[src/design/rmpqt_pkg.sv]
// ============================================================================
// rmpqt_pkg
// Shared constants for the range multiply / point query tree.
// ============================================================================
package rmpqt_pkg;

    // Word format
    localparam int WORD_W        = 32;
    localparam int FUNC_W        = 2;

    // Default sizing
    localparam int LEAVES_DEF    = 1024;
    localparam int FRAC_BITS_DEF = 16;

    // Command codes
    localparam logic [FUNC_W-1:0] FUNC_CLEAR = 2'd0;
    localparam logic [FUNC_W-1:0] FUNC_LOAD  = 2'd1;
    localparam logic [FUNC_W-1:0] FUNC_MUL   = 2'd2;
    localparam logic [FUNC_W-1:0] FUNC_QUERY = 2'd3;

endpackage

[src/design/rmpqt_fxmul.sv]
// ============================================================================
// rmpqt_fxmul
// Unsigned fixed point multiply: registered full product, then truncate
// the fraction and saturate.
// ============================================================================
module rmpqt_fxmul #(
    parameter int FRAC_BITS = rmpqt_pkg::FRAC_BITS_DEF
) (
    input  logic                          clk,
    input  logic [rmpqt_pkg::WORD_W-1:0]  a,
    input  logic [rmpqt_pkg::WORD_W-1:0]  b,
    output logic [rmpqt_pkg::WORD_W-1:0]  res
);

    localparam int PW = 2 * rmpqt_pkg::WORD_W;

    logic [PW-1:0] prod_reg;
    logic [PW-1:0] shifted;

    // product stage
    always_ff @(posedge clk)
    begin
        prod_reg <= PW'(a) * PW'(b);
    end

    // truncate and saturate
    always_comb
    begin
        shifted = prod_reg >> FRAC_BITS;
        if (shifted[PW-1:rmpqt_pkg::WORD_W] != '0)
        begin
            res = '1;
        end
        else
        begin
            res = shifted[rmpqt_pkg::WORD_W-1:0];
        end
    end

endmodule

[config.mk]
export PLATFORM = sky130hd
export DESIGN_NAME = rmpqt_fxmul
export DESIGN_NICKNAME = d
export VERILOG_FILES = /design/src/design/rmpqt_pkg.sv /design/src/design/rmpqt_fxmul.sv
export SDC_FILE = /design/constraint.sdc
export NUM_CORES = 2
export LEC_CHECK = 0
export BUFFER_PORTS_ARGS = -buffer_cell sky130_fd_sc_hd__buf_4
export CAP_MARGIN = 20
export CORE_MARGIN = 3
export CORE_UTILIZATION = 61
export CTS_CLUSTER_SIZE = 28
export DETAILED_ROUTE_END_ITERATION = 7
export GPL_ROUTABILITY_DRIVEN = 0
export PLACE_DENSITY = 0.9
export SLEW_MARGIN = 20
export SYNTH_ARGS = -nofsm -noshare
export SYNTH_HDL_FRONTEND = slang
export SYNTH_SLANG_ARGS = --single-unit
[constraint.sdc]
create_clock -name clk -period 9.4 [get_ports clk]
set_clock_uncertainty 0.2 [all_clocks]
set_input_delay 0.94 -clock clk [delete_from_list [all_inputs] [get_ports clk]]
set_output_delay 0.94 -clock clk [all_outputs]
set_load 0.005 [all_outputs]
==> metrics.md <==
| Metric | Value |
|---|---|
| Status | `finished clean` |
| Min-delay worst type | `input port to register` |
| Hold WS | `1480 ps` |
| Filler cell count | `4172` |
| Number of enable flip-flop cells after synthesis | `0` |
| Root Buffer | `sky130_fd_sc_hd__clkbuf_16` |
| Number of input and output port buffers inserted | `96` |
| Number of antenna violations at the first check in global routing | `0` |
| Critical path type | `input port to register` |
| Post-cts hold buffer count | `0` |
| N_diodes | `0` |
| DRT antenna net count | `0` |
| Number of warnings printed during yosys synthesis | `0` |
| Share of the clock period used by the worst path | `87.7%` |
| Type of element capturing the critical path | `register` |
| Boundary pin count | `97` |
| Post-Route WL | `92000 microns` |
| Vias in the first global route | `just under 30000` |
| Post-layout minimum cycle time | `roughly 8200 ps` |
| Routed wire per std cell | `20.9 microns` |
| DR vias/cell | `roughly 5.9` |
| Maximum fanout count along the critical path | `32` |
| Proportion of synthesized flip-flops having asynchronous set or reset | `0%` |
| Die outline area | `59300 sq um` |
| Yosys reg bits | `48` |
| Core area | `55400 sq um` |
| Max-capacitance violation count | `0` |
| Sequential fraction of the synthesis area | `under 10%` |
| Achievable clock frequency | `121 MHz` |
| First-pass GRT wire length | `151000 microns` |
| Accumulated negative setup slack | `0 ps` |
| Leading area contributor after synthesis | `sky130_fd_sc_hd__fa_1` |
| H-tree levels | `2` |
| Overall fraction of global-route tracks in use | `32.4%` |
| TritonCTS clock tree | `done` |
| Residual DRC | `0` |
| Area contributors post-synth | `sky130_fd_sc_hd__fa_1 (52%), sky130_fd_sc_hd__and2_1 (11%), sky130_fd_sc_hd__inv_1 (9.5%), sky130_fd_sc_hd__ha_1 (9.4%), sky130_fd_sc_hd__nand2_1 (5.2%)` |
| Post-DP HPWL | `between 70000 and 80000 microns` |
| Number of sinks on the clock net | `48` |
| DRC marker count from the first detailed-route iteration | `2172` |
| Vertical die dimension | `between 200 and 250 microns` |
| Flip-flop count of the largest register, all copies and words added | `48` |
| Setup repair after global routing missed its margin | `false` |
| Starting utilization of the core area | `~62%` |
| Largest net degree at the start of global routing | `33` |
| Post-CTS Repair Setup Buffers | `0` |
| Die Wd | `244 microns` |
| Count of different cell masters after synthesis | `70` |
| Mean post-synth cell area | `approximately 9 sq um` |
| Critical Path Start Type | `input port` |
| Clock transition at the register clock pins on the worst setup and hold paths after CTS | `70 ps` |
| Fin nets | `about 5000` |
| Leftover overflow at the end of global routing | `0` |
| Number of endpoints with negative hold slack in the final report | `0` |
| Clock buffer depth | `2` |
| Share of cells above drive strength 1 | `4.58%` |
| Number of iterations in the first detailed-routing pass | `5` |
| Most frequent cell after synthesis | `sky130_fd_sc_hd__fa_1` |
| Endpoints failing setup | `0` |
| Number of pins with negative max-slew slack in the final report | `0` |
| Post-synthesis net count | `4975` |
| Cell area after synthesis | `34400 sq um` |
| Critical Path AT | `8220 ps` |
| Synthesized netlist cell count | `3755` |
| Worst endpoint required time | `9370 ps` |
| Most common flop cell mapped by yosys | `sky130_fd_sc_hd__dfxtp_1` |
| Number of buffers created by CTS | `5` |
| Worst slew slack as a fraction of its limit | `58.0%` |
| Overall via count from detail_route | `between 20000 and 30000` |
| Number of instances resized during post-cts repair | `0` |
| P&R area growth vs syn | `2.92%` |
| Combined area of the multi-input logic cells | `29400 sq um` |
| Worst Tran Pin Value | `630 ps` |
| Top cell types by occurrence after synthesis | `sky130_fd_sc_hd__fa_1 (895), sky130_fd_sc_hd__inv_1 (868), sky130_fd_sc_hd__and2_1 (598)` |
| Flip-flop and latch area | `a little under 1000 sq um` |
| Placement row count | `86` |
| Area share of the leading cell type in the synthesized netlist | `52.0%` |
[worst max-delay path: stages]
cell and delay, ps:
sky130_fd_sc_hd__buf_4 390, sky130_fd_sc_hd__and2_1 230, sky130_fd_sc_hd__fa_1 450, sky130_fd_sc_hd__fa_1 560, sky130_fd_sc_hd__inv_1 60, sky130_fd_sc_hd__fa_1 500
sky130_fd_sc_hd__fa_1 510, sky130_fd_sc_hd__inv_1 60, sky130_fd_sc_hd__fa_1 650, sky130_fd_sc_hd__fa_1 460, sky130_fd_sc_hd__fa_1 420, sky130_fd_sc_hd__fa_1 510
sky130_fd_sc_hd__ha_1 390, sky130_fd_sc_hd__a21oi_1 330, sky130_fd_sc_hd__o21ai_0 180, sky130_fd_sc_hd__nand3b_1 190, sky130_fd_sc_hd__o22ai_1 500, sky130_fd_sc_hd__o21ai_2 210
sky130_fd_sc_hd__a21oi_1 350, sky130_fd_sc_hd__o31ai_1 150, sky130_fd_sc_hd__xor2_1 160
[final cells by class]
class	count	share of cell area (%)
clock buffers	6	0.392
flip-flops and latches	48	2.71
repair buffers	98	2.09
well taps	748	2.64
multi-input cells	2621	82.9
inverters	868	9.19
clock inverters	2	0.109
[cells in the final DEF, fill, tap and decap left out, types with 28 or more instances in the layout]
cell type	netlist	layout
sky130_fd_sc_hd__inv_1	868	868
sky130_fd_sc_hd__and2_1	598	598
sky130_fd_sc_hd__a21o_1	28	28
sky130_fd_sc_hd__buf_4	0	97
sky130_fd_sc_hd__nand2_1	481	481
sky130_fd_sc_hd__ha_1	260	260
sky130_fd_sc_hd__xnor2_1	30	30
sky130_fd_sc_hd__or2_2	32	32
sky130_fd_sc_hd__nor2_1	31	31
sky130_fd_sc_hd__fa_1	895	895
sky130_fd_sc_hd__a21oi_1	63	63
sky130_fd_sc_hd__dfxtp_1	48	48
[layer usage]
layer | wire (microns) | global-route usage (%) | vias up | share of wire [%]
li1 | - | - | 10600 | -
met1 | 30500 | 38.2 | 13000 | 33
met2 | 45000 | 54.5 | 1640 | 49
met3 | 9170 | 5.98 | 492 | 10
met4 | 7350 | 21.1 | 0 | 8.0
met5 | 0 | 0 | - | 0
[worst paths after layout]
path	end	cells after the start	from
setup / recovery	prod_reg[51]$_DFF_P_	21	a[16]
hold / removal	prod_reg[19]$_DFF_P_	7	a[0]
[cell families (layout without fill, tap and decap cells)]
| logic type | after synthesis | in the layout | synth area share [%] |
|---|---|---|---|
| flops | 48 | 48 | 2.79 |
| fa+ha+maj | 1155 | 1155 | 61.5 |
| mux | 1 | 1 | 0.0327 |
| compound gates | 195 | 195 | 4.02 |
| xor+xnor | 51 | 51 | 1.30 |
| simple gates | 1219 | 1219 | 18.4 |
| buf+inv | 1086 | 974 | 11.9 |
[stage by stage]
| step | cell area, sq um | worst slack, ps | utilization [%] | std cells |
|---|---|---|---|---|
| CTS | 35400 | 1290 | 63.9 | 4390 |
| global route | 35400 | 983 | 63.9 | 4391 |
| global placement | 35200 | 1240 | 63.6 | 4382 |
| detailed placement | 35200 | 1010 | 63.6 | 4382 |
| floorplan | 34400 | 1710 | - | 3755 |
| finish | 35400 | 1150 | 63.9 | 4391 |
Power is left out: the tool's default activity adds up to more than one toggle a clock period on the data nets, which glitch-free logic cannot reach.
